**src/rtl/sfc32_pkg.sv**
```systemverilog
// ----------------------------------------------------------------------------
// sfc32_pkg
// Shared types and constants for the start-word frame sync with CRC-32 check.
// ----------------------------------------------------------------------------
`default_nettype none

package sfc32_pkg;

   localparam int FRAME_BYTES_DEF = 16;
   localparam int CRC_BYTES       = 4;

   localparam int BYTE_W       = 8;
   localparam int TIME_W       = 32;
   localparam int BYTE_INDEX_W = 6;
   localparam int START_WORD_W = 16;
   localparam int CRC_W        = 32;

   localparam logic [START_WORD_W-1:0] START_WORD_RESET = 16'hABCD;
   localparam logic [CRC_W-1:0]        CRC_POLY         = 32'hEDB88320;
   localparam logic [CRC_W-1:0]        CRC_INIT         = 32'hFFFFFFFF;
   localparam logic [CRC_W-1:0]        CRC_XOROUT       = 32'hFFFFFFFF;

   typedef enum logic [3:0] {
      ST_IDLE,
      ST_CHK_RD0,
      ST_CHK_RD1,
      ST_CHK_CMP,
      ST_CRC_RD,
      ST_CRC_ACC,
      ST_CRC_CMP,
      ST_EMIT_RD,
      ST_EMIT_LD
   } state_type;

   typedef struct packed {
      logic              init;
      logic              step;
      logic [BYTE_W-1:0] data;
   } crc_ctrl_type;

endpackage

`default_nettype wire

```
**src/rtl/sfc32_ifs.sv**
```systemverilog
// ----------------------------------------------------------------------------
// sfc32 channel interfaces
// Valid/ready channels for received bytes, frame words and the start word.
// ----------------------------------------------------------------------------
`default_nettype none

interface sfc32_req_if;
   logic                            valid;
   logic                            ready;
   logic [sfc32_pkg::BYTE_W-1:0]    rx_byte;
   logic [sfc32_pkg::TIME_W-1:0]    timestamp;

   modport source (output valid, output rx_byte, output timestamp, input ready);
   modport sink   (input valid, input rx_byte, input timestamp, output ready);
endinterface

interface sfc32_rsp_if;
   logic                                valid;
   logic                                ready;
   logic [sfc32_pkg::BYTE_W-1:0]        frame_byte;
   logic [sfc32_pkg::BYTE_INDEX_W-1:0]  byte_index;
   logic                                last_of_frame;
   logic [sfc32_pkg::TIME_W-1:0]        frame_time;

   modport source (output valid, output frame_byte, output byte_index,
                   output last_of_frame, output frame_time, input ready);
   modport sink   (input valid, input frame_byte, input byte_index,
                   input last_of_frame, input frame_time, output ready);
endinterface

interface sfc32_csr_if;
   logic                                valid;
   logic                                ready;
   logic [sfc32_pkg::START_WORD_W-1:0]  start_word;

   modport source (output valid, output start_word, input ready);
   modport sink   (input valid, input start_word, output ready);
endinterface

`default_nettype wire

```
**src/rtl/sfc32_ram.sv**
```systemverilog
// ----------------------------------------------------------------------------
// sfc32_ram
// Generic single-write, single-read RAM with registered read data.
// ----------------------------------------------------------------------------
`default_nettype none

module sfc32_ram #(
   parameter int WIDTH = 8,
   parameter int DEPTH = 16
) (
   input  wire logic                      clock,
   input  wire logic                      we,
   input  wire logic [$clog2(DEPTH)-1:0]  waddr,
   input  wire logic [WIDTH-1:0]          wdata,
   input  wire logic                      re,
   input  wire logic [$clog2(DEPTH)-1:0]  raddr,
   output      logic [WIDTH-1:0]          rdata
);

   logic [WIDTH-1:0] mem_ff [DEPTH];
   logic [WIDTH-1:0] rdata_ff;

   always_ff @(posedge clock) begin
      if (we) begin
         mem_ff[waddr] <= wdata;
      end
      if (re) begin
         rdata_ff <= mem_ff[raddr];
      end
   end

   assign rdata = rdata_ff;

endmodule

`default_nettype wire

```
**src/rtl/sfc32_crc_unit.sv**
```systemverilog
// ----------------------------------------------------------------------------
// sfc32_crc_unit
// Byte-wide reflected CRC-32 accumulator, one byte per cycle while step is set.
// ----------------------------------------------------------------------------
`default_nettype none

module sfc32_crc_unit (
   input  wire logic                          clock,
   input  wire sfc32_pkg::crc_ctrl_type       ctrl,
   output      logic [sfc32_pkg::CRC_W-1:0]   crc
);

   logic [sfc32_pkg::CRC_W-1:0] crc_ff;
   logic [sfc32_pkg::CRC_W-1:0] crc_in;
   logic [sfc32_pkg::CRC_W-1:0] nxt;

   always_comb begin
      nxt = crc_ff ^ {{(sfc32_pkg::CRC_W-sfc32_pkg::BYTE_W){1'b0}}, ctrl.data};
      for (int b = 0; b < sfc32_pkg::BYTE_W; b++) begin
         if (nxt[0]) begin
            nxt = (nxt >> 1) ^ sfc32_pkg::CRC_POLY;
         end else begin
            nxt = nxt >> 1;
         end
      end
      priority if (ctrl.init) begin
         crc_in = sfc32_pkg::CRC_INIT;
      end else if (ctrl.step) begin
         crc_in = nxt;
      end else begin
         crc_in = crc_ff;
      end
   end

   always_ff @(posedge clock) begin
      crc_ff <= crc_in;
   end

   assign crc = crc_ff;

endmodule

`default_nettype wire

```
**src/rtl/sliding_window_frame_crc32_check.sv**
```systemverilog
// ----------------------------------------------------------------------------
// sliding_window_frame_crc32_check
// Keeps the last FRAME_BYTES received bytes in a ring, looks for the start
// word at the oldest two bytes and emits the window when its CRC-32 matches.
// ----------------------------------------------------------------------------
//  channel   dir  fields                                             accepted
//  req_chan  in   rx_byte, timestamp                                 valid & ready
//  rsp_chan  out  frame_byte, byte_index, last_of_frame, frame_time  valid & ready
//  csr_chan  in   start_word                                         valid & ready
//
//  A byte is checked in ST_CHK_RD0, ST_CHK_RD1 and ST_CHK_CMP; on a match the
//  CRC pass runs ST_CRC_RD and ST_CRC_ACC for each window byte, then
//  ST_CRC_CMP, and a valid frame emits each word through ST_EMIT_RD and
//  ST_EMIT_LD: one ring read port and a byte-wide CRC unit. Reset clears
//  the ring's valid bits at once; no clearing pass. rsp stalls hold the
//  sequencer; the final word may wait while a new byte is taken.
// ----------------------------------------------------------------------------
`default_nettype none

module sliding_window_frame_crc32_check #(
   parameter int FRAME_BYTES = sfc32_pkg::FRAME_BYTES_DEF
) (
   input  wire logic  clock,
   input  wire logic  reset,
   sfc32_req_if.sink   req_chan,
   sfc32_rsp_if.source rsp_chan,
   sfc32_csr_if.sink   csr_chan
);

   localparam int PW = $clog2(FRAME_BYTES);
   localparam logic [PW:0]   N_W        = (PW+1)'(FRAME_BYTES);
   localparam logic [PW-1:0] LAST_IDX   = PW'(FRAME_BYTES - 1);
   localparam logic [PW-1:0] CRC_END    = PW'(FRAME_BYTES - sfc32_pkg::CRC_BYTES);
   localparam logic [PW-1:0] OFF_ONE    = PW'(1);
   localparam logic [PW-1:0] OFF_TWO    = PW'(2);

   function automatic logic [PW-1:0] ring_add(logic [PW-1:0] a, logic [PW-1:0] b);
      logic [PW:0] s;
      s = {1'b0, a} + {1'b0, b};
      if (s >= N_W) begin
         s = s - N_W;
      end
      return s[PW-1:0];
   endfunction

   sfc32_pkg::state_type state_ff, state_in;

   logic [sfc32_pkg::START_WORD_W-1:0] start_word_ff;
   logic [PW-1:0]                      pos_ff, pos_in;
   logic [PW-1:0]                      idx_ff, idx_in;
   logic [FRAME_BYTES-1:0]             vld_ff, vld_in;
   logic                               rvld_ff;
   logic [sfc32_pkg::TIME_W-1:0]       ts_ff, ts_in;
   logic [sfc32_pkg::BYTE_W-1:0]       lo_ff, lo_in;
   logic [sfc32_pkg::CRC_W-1:0]        stored_ff, stored_in;

   logic                               rsp_valid_ff, rsp_valid_in;
   logic [sfc32_pkg::BYTE_W-1:0]       rsp_byte_ff, rsp_byte_in;
   logic [sfc32_pkg::BYTE_INDEX_W-1:0] rsp_index_ff, rsp_index_in;
   logic                               rsp_last_ff, rsp_last_in;
   logic [sfc32_pkg::TIME_W-1:0]       rsp_time_ff, rsp_time_in;

   logic                               ram_we;
   logic [PW-1:0]                      ram_waddr;
   logic                               ram_re;
   logic [PW-1:0]                      ram_raddr;
   logic [sfc32_pkg::BYTE_W-1:0]       ram_rdata;
   logic [sfc32_pkg::BYTE_W-1:0]       rbyte;

   sfc32_pkg::crc_ctrl_type            crc_ctrl;
   logic [sfc32_pkg::CRC_W-1:0]        crc_val;

   logic [PW-1:0]                      oldest;
   logic                               req_acc;
   logic                               rsp_free;
   logic                               start_match;
   logic                               crc_match;

   sfc32_ram #(
      .WIDTH (sfc32_pkg::BYTE_W),
      .DEPTH (FRAME_BYTES)
   ) u_ring (
      .clock (clock),
      .we    (ram_we),
      .waddr (ram_waddr),
      .wdata (req_chan.rx_byte),
      .re    (ram_re),
      .raddr (ram_raddr),
      .rdata (ram_rdata)
   );

   sfc32_crc_unit u_crc (
      .clock (clock),
      .ctrl  (crc_ctrl),
      .crc   (crc_val)
   );

   assign req_chan.ready = (state_ff == sfc32_pkg::ST_IDLE);
   assign req_acc        = req_chan.valid && req_chan.ready;
   assign csr_chan.ready = (state_ff == sfc32_pkg::ST_IDLE);

   assign oldest      = ring_add(pos_ff, OFF_ONE);
   assign rbyte       = rvld_ff ? ram_rdata : '0;
   assign start_match = ({rbyte, lo_ff} == start_word_ff);
   assign crc_match   = ((crc_val ^ sfc32_pkg::CRC_XOROUT) == stored_ff);
   assign rsp_free    = !rsp_valid_ff || rsp_chan.ready;

   always_comb begin
      state_in     = state_ff;
      pos_in       = pos_ff;
      idx_in       = idx_ff;
      vld_in       = vld_ff;
      ts_in        = ts_ff;
      lo_in        = lo_ff;
      stored_in    = stored_ff;
      rsp_valid_in = rsp_valid_ff && !rsp_chan.ready;
      rsp_byte_in  = rsp_byte_ff;
      rsp_index_in = rsp_index_ff;
      rsp_last_in  = rsp_last_ff;
      rsp_time_in  = rsp_time_ff;
      ram_we       = 1'b0;
      ram_waddr    = ring_add(pos_ff, OFF_ONE);
      ram_re       = 1'b0;
      ram_raddr    = ring_add(oldest, idx_ff);
      crc_ctrl     = '{init: 1'b0, step: 1'b0, data: rbyte};

      unique case (state_ff)
         sfc32_pkg::ST_IDLE: begin
            if (req_acc) begin
               ram_we            = 1'b1;
               pos_in            = ram_waddr;
               vld_in[ram_waddr] = 1'b1;
               ts_in             = req_chan.timestamp;
               state_in          = sfc32_pkg::ST_CHK_RD0;
            end
         end
         sfc32_pkg::ST_CHK_RD0: begin
            ram_re    = 1'b1;
            ram_raddr = oldest;
            state_in  = sfc32_pkg::ST_CHK_RD1;
         end
         sfc32_pkg::ST_CHK_RD1: begin
            lo_in     = rbyte;
            ram_re    = 1'b1;
            ram_raddr = ring_add(pos_ff, OFF_TWO);
            state_in  = sfc32_pkg::ST_CHK_CMP;
         end
         sfc32_pkg::ST_CHK_CMP: begin
            idx_in        = '0;
            crc_ctrl.init = 1'b1;
            state_in      = start_match ? sfc32_pkg::ST_CRC_RD : sfc32_pkg::ST_IDLE;
         end
         sfc32_pkg::ST_CRC_RD: begin
            ram_re   = 1'b1;
            state_in = sfc32_pkg::ST_CRC_ACC;
         end
         sfc32_pkg::ST_CRC_ACC: begin
            if (idx_ff < CRC_END) begin
               crc_ctrl.step = 1'b1;
            end else begin
               stored_in = {rbyte, stored_ff[sfc32_pkg::CRC_W-1:sfc32_pkg::BYTE_W]};
            end
            if (idx_ff == LAST_IDX) begin
               state_in = sfc32_pkg::ST_CRC_CMP;
            end else begin
               idx_in   = idx_ff + OFF_ONE;
               state_in = sfc32_pkg::ST_CRC_RD;
            end
         end
         sfc32_pkg::ST_CRC_CMP: begin
            idx_in   = '0;
            state_in = crc_match ? sfc32_pkg::ST_EMIT_RD : sfc32_pkg::ST_IDLE;
         end
         sfc32_pkg::ST_EMIT_RD: begin
            ram_re   = 1'b1;
            state_in = sfc32_pkg::ST_EMIT_LD;
         end
         sfc32_pkg::ST_EMIT_LD: begin
            if (rsp_free) begin
               rsp_valid_in = 1'b1;
               rsp_byte_in  = rbyte;
               rsp_index_in = sfc32_pkg::BYTE_INDEX_W'(idx_ff);
               rsp_last_in  = (idx_ff == LAST_IDX);
               rsp_time_in  = ts_ff;
               if (idx_ff == LAST_IDX) begin
                  state_in = sfc32_pkg::ST_IDLE;
               end else begin
                  idx_in   = idx_ff + OFF_ONE;
                  state_in = sfc32_pkg::ST_EMIT_RD;
               end
            end
         end
         default: begin
            state_in = sfc32_pkg::ST_IDLE;
         end
      endcase
   end

   always_ff @(posedge clock) begin
      if (reset) begin
         state_ff      <= sfc32_pkg::ST_IDLE;
         start_word_ff <= sfc32_pkg::START_WORD_RESET;
         pos_ff        <= '0;
         vld_ff        <= '0;
         rvld_ff       <= 1'b0;
         ts_ff         <= '0;
         rsp_valid_ff  <= 1'b0;
      end else begin
         state_ff     <= state_in;
         pos_ff       <= pos_in;
         vld_ff       <= vld_in;
         ts_ff        <= ts_in;
         rsp_valid_ff <= rsp_valid_in;
         if (csr_chan.valid && csr_chan.ready) begin
            start_word_ff <= csr_chan.start_word;
         end
         if (ram_re) begin
            rvld_ff <= vld_ff[ram_raddr];
         end
      end
   end

   always_ff @(posedge clock) begin
      idx_ff       <= idx_in;
      lo_ff        <= lo_in;
      stored_ff    <= stored_in;
      rsp_byte_ff  <= rsp_byte_in;
      rsp_index_ff <= rsp_index_in;
      rsp_last_ff  <= rsp_last_in;
      rsp_time_ff  <= rsp_time_in;
   end

   assign rsp_chan.valid         = rsp_valid_ff;
   assign rsp_chan.frame_byte    = rsp_byte_ff;
   assign rsp_chan.byte_index    = rsp_index_ff;
   assign rsp_chan.last_of_frame = rsp_last_ff;
   assign rsp_chan.frame_time    = rsp_time_ff;

   // emission starts only after a passing CRC compare
   assert property (@(posedge clock) disable iff (reset)
      (state_ff == sfc32_pkg::ST_EMIT_RD && $past(state_ff) == sfc32_pkg::ST_CRC_CMP)
         |-> $past(crc_match))
      else $error("frame emitted without CRC match");

   // only the final word of a frame may still be pending when a new byte arrives
   assert property (@(posedge clock) disable iff (reset)
      (req_acc && rsp_valid_ff) |-> rsp_last_ff)
      else $error("new byte taken mid-frame");

   assert property (@(posedge clock) disable iff (reset)
      (rsp_valid_ff && rsp_last_ff) |-> (rsp_index_ff == sfc32_pkg::BYTE_INDEX_W'(LAST_IDX)))
      else $error("last marker on wrong index");

endmodule

`default_nettype wire

```
**src/flat_wrapper.sv**
```systemverilog
// flat-port wrapper written by rule: the top's interface ports become plain ports
module sliding_window_frame_crc32_check_flat 
#(
   parameter int FRAME_BYTES = sfc32_pkg::FRAME_BYTES_DEF
)
  (clock, reset, req_chan_valid, req_chan_rx_byte, req_chan_timestamp, req_chan_ready, rsp_chan_valid, rsp_chan_frame_byte, rsp_chan_byte_index, rsp_chan_last_of_frame, rsp_chan_frame_time, rsp_chan_ready, csr_chan_valid, csr_chan_start_word, csr_chan_ready);
  sfc32_req_if req_chan_i ();
  sfc32_rsp_if rsp_chan_i ();
  sfc32_csr_if csr_chan_i ();
  input  wire logic clock;
  input  wire logic reset;
  input wire logic [$bits(req_chan_i.valid)-1:0] req_chan_valid;
  input wire logic [$bits(req_chan_i.rx_byte)-1:0] req_chan_rx_byte;
  input wire logic [$bits(req_chan_i.timestamp)-1:0] req_chan_timestamp;
  output wire logic [$bits(req_chan_i.ready)-1:0] req_chan_ready;
  output wire logic [$bits(rsp_chan_i.valid)-1:0] rsp_chan_valid;
  output wire logic [$bits(rsp_chan_i.frame_byte)-1:0] rsp_chan_frame_byte;
  output wire logic [$bits(rsp_chan_i.byte_index)-1:0] rsp_chan_byte_index;
  output wire logic [$bits(rsp_chan_i.last_of_frame)-1:0] rsp_chan_last_of_frame;
  output wire logic [$bits(rsp_chan_i.frame_time)-1:0] rsp_chan_frame_time;
  input wire logic [$bits(rsp_chan_i.ready)-1:0] rsp_chan_ready;
  input wire logic [$bits(csr_chan_i.valid)-1:0] csr_chan_valid;
  input wire logic [$bits(csr_chan_i.start_word)-1:0] csr_chan_start_word;
  output wire logic [$bits(csr_chan_i.ready)-1:0] csr_chan_ready;
  assign req_chan_i.valid = req_chan_valid;
  assign req_chan_i.rx_byte = req_chan_rx_byte;
  assign req_chan_i.timestamp = req_chan_timestamp;
  assign req_chan_ready = req_chan_i.ready;
  assign rsp_chan_valid = rsp_chan_i.valid;
  assign rsp_chan_frame_byte = rsp_chan_i.frame_byte;
  assign rsp_chan_byte_index = rsp_chan_i.byte_index;
  assign rsp_chan_last_of_frame = rsp_chan_i.last_of_frame;
  assign rsp_chan_frame_time = rsp_chan_i.frame_time;
  assign rsp_chan_i.ready = rsp_chan_ready;
  assign csr_chan_i.valid = csr_chan_valid;
  assign csr_chan_i.start_word = csr_chan_start_word;
  assign csr_chan_ready = csr_chan_i.ready;
  sliding_window_frame_crc32_check #(.FRAME_BYTES(FRAME_BYTES)) u_core (.clock(clock), .reset(reset), .req_chan(req_chan_i), .rsp_chan(rsp_chan_i), .csr_chan(csr_chan_i));
endmodule
```
**config.mk**
```make
export PLATFORM = sky130hd
export DESIGN_NAME = sliding_window_frame_crc32_check_flat
export DESIGN_NICKNAME = d
export VERILOG_FILES = /design/src/rtl/sfc32_pkg.sv /design/src/rtl/sfc32_ifs.sv /design/src/rtl/sfc32_ram.sv /design/src/rtl/sfc32_crc_unit.sv /design/src/rtl/sliding_window_frame_crc32_check.sv /design/src/flat_wrapper.sv
export SDC_FILE = /design/constraint.sdc
export NUM_CORES = 1
export LEC_CHECK = 0
export BUFFER_PORTS_ARGS = -buffer_cell sky130_fd_sc_hd__buf_2
export CAP_MARGIN = 20
export CORE_ASPECT_RATIO = 0.9
export CORE_MARGIN = 3
export CORE_UTILIZATION = 30
export DETAILED_ROUTE_END_ITERATION = 10
export GPL_ROUTABILITY_DRIVEN = 1
export PLACE_DENSITY_LB_ADDON = 0.12
export SYNTH_ARGS = -nofsm -noshare
export SYNTH_HDL_FRONTEND = slang
export SYNTH_SLANG_ARGS = --single-unit
```
**constraint.sdc**
```tcl
create_clock -name clock -period 4.7 [get_ports clock]
set_clock_uncertainty 0.2 [all_clocks]
set_input_delay 0.705 -clock clock [delete_from_list [all_inputs] [get_ports clock]]
set_output_delay 0.705 -clock clock [all_outputs]
set_load 0.005 [all_outputs]
```
* After elaboration in Yosys (flattened, before gate mapping) *
Memories as Yosys holds them, arrays and structs flattened. A register that Yosys moved wholly into a read port is not among the register bits.
Index checks and enable logic that the tools add are counted.

storage, ports and cells
  input port bits = 61
  output and inout bits = 50
  bits in writable memories = 128
  word-level logic and storage cells = 108
  bits in read-only memories = 0
  flip-flop bits (word level) = 195
  bits in latches = 0
  memories kept = 1

cells by class
  shift operators = 0
  add/subtract/negate cells = 7
  multipliers = 0
  equal/unequal tests = 13
  multiplexer cells = 37
  div/mod/pow operators = 0
  order comparisons = 7
  bitwise operators = 12
  reductions and logical operators = 16

memories
  name                  depth  bits a word  rd ports  clocked after Yosys merged registers in  write ports  RTL line         source
  u_core.u_ring.mem_ff  16     8            1         1                                        1            sfc32_ram.sv:20  logic [WIDTH-1:0] mem_ff [DEPTH];

operators with widths
  operator                                                   number
  2-to-1 mux 32 bit                                          8
  NOT 13 -> 14 bit                                           8
  one-hot mux 4 bit (9 select lines)                         1
  equality test 32 bit                                       1
  NOT 32 bit                                                 1
  bitwise XOR 32 x 8 -> 32 bit                               1
  2-to-1 mux 4 bit                                           7
  equality test 16 bit                                       1
  equality test 4 x 3 -> 1 bit (second input constant)       4
  OR 16 bit                                                  1
  greater-or-equal comparator 5 bit (second input constant)  3
  2-to-1 mux 1 bit                                           12
  one-hot mux 4 bit (3 select lines)                         1
  subtractor 4 x 1 -> 4 bit (second input constant)          3
  < comparator 4 x 5 -> 1 bit (second input constant)        2
  AND reduction 2 bit                                        5
  2-to-1 mux 3 bit                                           3
  equality test 4 x 2 -> 1 bit (second input constant)       2
  equality test 4 bit (second input constant)                2
  2-to-1 mux 8 bit                                           1
  one-hot mux 4 bit (2 select lines)                         1
  adder 4 x 1 -> 5 bit (second input constant)               1
  adder 4 x 2 -> 5 bit (second input constant)               1
  adder 4 x 4 -> 5 bit                                       1
  17 further kinds                                           21

* Depth between registers and ports, before layout *
  word-level depth = 18
  mapped depth = 15
  depth with buffers taken out = 13

* Cells and area by module *
A second synthesis with hierarchy kept.

unflattened totals
  cell total of the unflattened synthesis = 1038
  area, all modules = 14261.2 um2

by module, submodules not included
  module                            area an instance (um2)  seq. area each (um2)  cells each  times used
  sliding_window_frame_crc32_check  7000.5                  4154.0                638         1
  sfc32_ram                         5227.5                  4083.9                229         1
  sfc32_crc_unit                    2033.2                  640.6                 171         1

* Least setup slack after synthesis *
Ideal clock, no wire load.

  path type = reg-to-reg
  start = register u_core.state_ff[1]
  end = register u_core.state_ff[0]
  clock period less this slack = 3.775 ns
  arrival = 3.496 ns
  setup slack = 0.925 ns
  buffers on the path = 2
  library setup time = 0.079 ns
  data required time = 4.421 ns
  stages on the path, launching flop included = 8
  cells stage by stage = dfxtp_1 buf_4 buf_2 nor3_1 nand2_1 nor2_1 o21bai_1 a21oi_1

between the ends
  cells in the longest elaborated chain, start to end = 4
  elaborated cells between the ends (all ways) = 14
  classes of those cells = eq/ne: 10; mux: 1; reduce/logical: 3

ends and longest elaborated chain
  what                                    RTL line                                                                         source
  start: declaration                      sliding_window_frame_crc32_check.sv:46                                           sfc32_pkg::state_type state_ff, state_in;
  start signal: assignment                sliding_window_frame_crc32_check.sv:201                                          state_ff <= sfc32_pkg::ST_IDLE;
  start signal: assignment                sliding_window_frame_crc32_check.sv:209                                          state_ff <= state_in;
  zero test 4 bit                         sliding_window_frame_crc32_check.sv:98, sliding_window_frame_crc32_check.sv:127
  logical AND 1 bit                       sliding_window_frame_crc32_check.sv:99                                           assign req_acc = req_chan.valid && req_chan.ready;
  inequality test 2 bit (no source line)  -
  AND reduction 2 bit (no source line)    -

Parallel ways exist; a longest one is shown, timed or not.
A chain may end at the register's enable or synchronous reset.

* Final worst setup path *
  start = register u_core.pos_ff[1]
  end = register u_core.u_ring.rdata_ff[1], in the netlist u_core.u_ring.rdata[1], read port of u_core.u_ring.mem_ff, data pin

between the ends
  cells in the longest elaborated chain, start to end = 7
  elaborated cells between the ends (all ways) = 13
  classes of those cells = add/sub: 6; order compare: 3; mux: 4

ends and longest elaborated chain
  what                                                                            RTL line                                                                        source
  start: declaration                                                              sliding_window_frame_crc32_check.sv:49                                          logic [PW-1:0] pos_ff, pos_in;
  start signal: assignment                                                        sliding_window_frame_crc32_check.sv:210                                         pos_ff <= pos_in;
  adder 4 x 1 -> 5 bit (*)                                                        sliding_window_frame_crc32_check.sv:39                                          s = {1'b0, a} + {1'b0, b};
  subtractor 4 x 1 -> 4 bit or greater-or-equal comparator 5 bit (tied branches)  sliding_window_frame_crc32_check.sv:41, sliding_window_frame_crc32_check.sv:40
  2-to-1 mux 4 bit (*)                                                            sliding_window_frame_crc32_check.sv:40                                          if (s >= N_W) begin
  named net u_core.oldest[2]                                                      sliding_window_frame_crc32_check.sv:73                                          logic [PW-1:0] oldest;
  adder 4 x 4 -> 5 bit                                                            sliding_window_frame_crc32_check.sv:39
  subtractor 4 x 1 -> 4 bit or greater-or-equal comparator 5 bit (tied branches)  sliding_window_frame_crc32_check.sv:41, sliding_window_frame_crc32_check.sv:40
  2-to-1 mux 4 bit                                                                sliding_window_frame_crc32_check.sv:40
  one-hot mux 4 bit (2 select lines) (*)                                          sliding_window_frame_crc32_check.sv:127                                         unique case (state_ff)
  end: declaration                                                                sfc32_ram.sv:21                                                                 logic [WIDTH-1:0] rdata_ff;

The timed path passes the listed nets; every way through them passes the cells marked *.

==> flow_metrics.tcl <==
set metrics [dict create \
    path_class "reg2reg" \
    path_cells "ha_1 -> xnor2_1 -> inv_1 -> ha_1 -> a21oi_2 -> and3b_1 -> nor2_1 -> a221oi_2 -> o21ai_4 -> nor2_2 -> nor2b_1 -> o211ai_1 -> o2111ai_1" \
    grtUsageMet3_pct 3.08 \
    synth-edff-count 225 \
    hold_start "csr_chan_start_word[13]" \
    clock.fmax_mhz 232 \
    synthMuxAreaShare_pct 2.61 \
    final_nets 1287 \
    gp_congestion 0.801 \
    stdcell_area_mm2 0.0162 \
    place_area_mm2 0.0149 \
    startpoint_type "flop" \
    n_antenna_cell 0 \
    p_sw_share_pct 30.1 \
    post-cts-setup-buffers 0 \
    drcViolationCount 0 \
    syn_inst 1106 \
    crit_family "simple AND/OR/NAND/NOR gates" \
    hold_path_depth 3 \
    final_util_pct 36.2 \
    row_count 73 \
    synth.distinct_cells 70 \
    synth_top_cell_by_area "edfxtp_1" \
    hold_buffers 0 \
    synth_top_cell_area_share_pct 49.0 \
    antenna_found_initial 0 \
    power.leakage_nw 5.82 \
    pin_count 111 \
    yosys.area_share.adder_pct 0.962 \
    cts_buffers 38 \
    areaGrowthSynthToFinish_pct 17.6 \
    crit_top_cell "ha_1" \
    combPwrFrac_pct 23.9 \
    synth_top_family_by_area "simple AND/OR/NAND/NOR gates" \
    worst_hold_slack_ps 179 \
    seq_power_share_pct 41.5 \
    setup_viol 0 \
    synth.most_common_cell "edfxtp_1" \
    maxSlewViolCount 0 \
    finalCritPeriodShare_pct 91.6 \
    required_ps 4780 \
    timing.rr.end "u_core.u_ring.rdata[1]" \
    holdPathEnd "u_core.start_word_ff[13]" \
    synth_xor_area_share_pct 8.59 \
    port_buffers 108 \
    synth_flop_cell "edfxtp_1" \
    synth_compound_area_share_pct 10.0 \
    async_flop_share_pct 0 \
    p_int_mw 5.95 \
    synthTopCellsByArea "edfxtp_1, dfxtp_1, nand2_1, xnor2_1, xor2_1" \
    drive_gt1_share_pct 17.9 \
    hpwl_um 24600 \
    switchingPower_mw 2.56 \
    grt_pass1_wl_um 54800 \
    multi_input_area_mm2 0.00457 \
    hold_viol 0 \
    die_y_um 209 \
    clkPwrFrac_pct 34.7 \
    max_stage_delay_ps 770 \
    vias 8671 \
    wl_um 36100 \
    die_width_um 232 \
    instances_no_fill 1844 \
    crit_slowest_cell "nor2_2" \
    netlist_area_mm2 0.0138 \
    synth_commonest_cells "edfxtp_1, nand2_1, dfxtp_1" \
    dp_cells 1773 \
    global_route.usage.met2_pct 22.9 \
    ys_ff_latch 331 \
    syn_area_per_cell_um2 12.5 \
    r2r_start "u_core.pos_ff[1]" \
    grt_pass1_vias 8701 \
    wl_per_cell_um 19.6 \
    crit_fanout 22 \
    vdd_drop_max_mv 0.282 \
    relSlewSlack_pct 29.2 \
    cap_violations 0 \
    clkLatencyLatePin_ps 540 \
    regArea_mm2 0.00888 \
    grtUsageMet1_pct 21.1 \
    path_clk_slew_ps 60 \
    yosysWarnings 0 \
    hold_class "in2reg" \
    setup_ws_ps 393 \
    grt_max_degree 53 \
    cts_tree "built" \
    synth-simple-area-share_pct 10.7 \
    power_mw 8.51 \
    via_per_inst 4.70 \
    cp.arrival_ps 4390 \
    ant_nets 0 \
    post-route-min-period_ps 4310 \
    first_iter_violations 601 \
    setup_tns_ps 0 \
    die-area_mm2 0.0486 \
    dr.pass1.iters 4 \
    seq_area_frac_synth_pct 64.4 \
    nFillCells 4431 \
    cp_num_buf_inv 1 \
    end_kind "flop" \
    busiest_layer "met2" \
    rsz0062_at_grt "false" \
    grtUsageTotal_pct 14.8 \
    post-place-ws_ps 420 \
    worst_r2r_path_depth 13 \
    pwr_density_cell_mw_per_mm2 525 \
    initial_utilization_pct 30.8 \
    tightest_slew_ps 1050 \
    core_area_mm2 0.0448 \
    clockBufferDepth 3 \
    cts-root-buf "clkbuf_16" \
    outcome "finished, final reports clean" \
    grt-ovfl-total 0 \
    cts_resized 0 \
    reg2reg_setup_slack_ps 390 \
    h-tree-depth 2 \
    clkSinkCount 331 \
]
worst register-to-register path: cells and delay by family, from the launching register on:
| kind | cells | cell delay, ps |
|---|---|---|
| flops | 1 | 360 |
| buf+inv | 1 | 130 |
| fa+ha+maj | 2 | 580 |
| xor+xnor | 1 | 270 |
| simple gates | 4 | 1430 |
| compound gates | 5 | 1090 |
worst max path at each step:
stage / depth (start not counted) / endpoint / startpoint / slack (ps)
2_1_floorplan: 7 / u_core.state_ff[0] / u_core.state_ff[1] / 930
3_3_place_gp: 12 / u_core.u_ring.rdata[5] / u_core.pos_ff[0] / 520
3_5_place_dp: 13 / u_core.u_ring.rdata[1] / u_core.pos_ff[1] / 420
4_1_cts: 13 / u_core.u_ring.rdata[5] / u_core.pos_ff[1] / 400
5_1_grt: 13 / u_core.u_ring.rdata[0] / u_core.pos_ff[1] / 50
6_report: 13 / u_core.u_ring.rdata[1] / u_core.pos_ff[1] / 390
power groups by stage:
stage               Sequential, mW  Combinational, mW  Clock (mW)
floorplan                     3.51               1.62           0
global placement              3.60               2.04           0
detailed placement            3.60               2.04           0
CTS                           3.54               2.06        3.04
global route                  3.56               2.25        3.17
finish                        3.53               2.03        2.95
final cells by class:
cell class / count / share of cell area [%]
Inverter: 12 / 0.278
Sequential cell: 331 / 54.8
Clock buffer: 47 / 6.20
Clock inverter: 21 / 1.44
Multi-Input combinational cell: 702 / 28.2
Timing Repair Buffer: 131 / 4.55
Tap cell: 600 / 4.63
state kept, by name, indices dropped and copies added (netlist names):
register                       flops
u_core.start_word_ff              16
u_core.u_ring.rdata                8
u_core.lo_ff                       8
u_core.u_ring.mem_ff             128
u_core.ts_ff                      32
u_core.state_ff                    4
u_core.stored_ff                  32
u_core.rsp_chan.frame_byte         8
u_core.u_crc.crc                  32
u_core.rsp_chan.last_of_frame      1
u_core.vld_ff                     16
u_core.rsp_chan.valid              1
u_core.rsp_chan.byte_index         4
u_core.pos_ff                      4
u_core.rvld_ff                     1
u_core.idx_ff                      4
u_core.rsp_chan.frame_time        32
routing by layer:
| metal | vias to the layer above | part of all wire, % |
|---|---|---|
| met3 | 45 | 4.2 |
| met5 | - | 0 |
| met2 | 144 | 46 |
| li1 | 4207 | - |
| met4 | 0 | 1.7 |
| met1 | 4275 | 48 |
cells in the final DEF, fill, tap and decap left out, types with 7 or more instances in the layout:
| cell | n |
|---|---|
| nand2_1 | 170 |
| buf_4 | 19 |
| mux2i_1 | 27 |
| nor3_1 | 11 |
| xor2_1 | 62 |
| a211o_1 | 9 |
| a221oi_1 | 7 |
| o22ai_1 | 9 |
| inv_1 | 12 |
| dfxtp_1 | 106 |
| nand3_1 | 21 |
| a22oi_1 | 8 |
| o21ai_0 | 12 |
| a31oi_1 | 10 |
| nand4_1 | 8 |
| and2_1 | 10 |
| nor2_1 | 57 |
| o31ai_1 | 8 |
| nand3b_1 | 12 |
| o22a_1 | 9 |
| clkbuf_16 | 38 |
| edfxtp_1 | 225 |
| nor4_1 | 7 |
| ha_1 | 9 |
| a21oi_1 | 52 |
| buf_2 | 108 |
| clkbuf_1 | 7 |
| xnor2_1 | 64 |
| o211ai_1 | 39 |
cell families (layout without fill, tap and decap cells):
family                     after synthesis  count (layout)
xor gates and xnor gates               131             131
AOI/OAI and AO/OA                      197             197
other                                    1               2
adders and majority gates               10              10
buffers and inverters                   74             211
muxes                                   35              35
DFF                                    331             331
and+or+nand+nor                        327             327
Note: power is estimated with default switching activity, not from simulation.
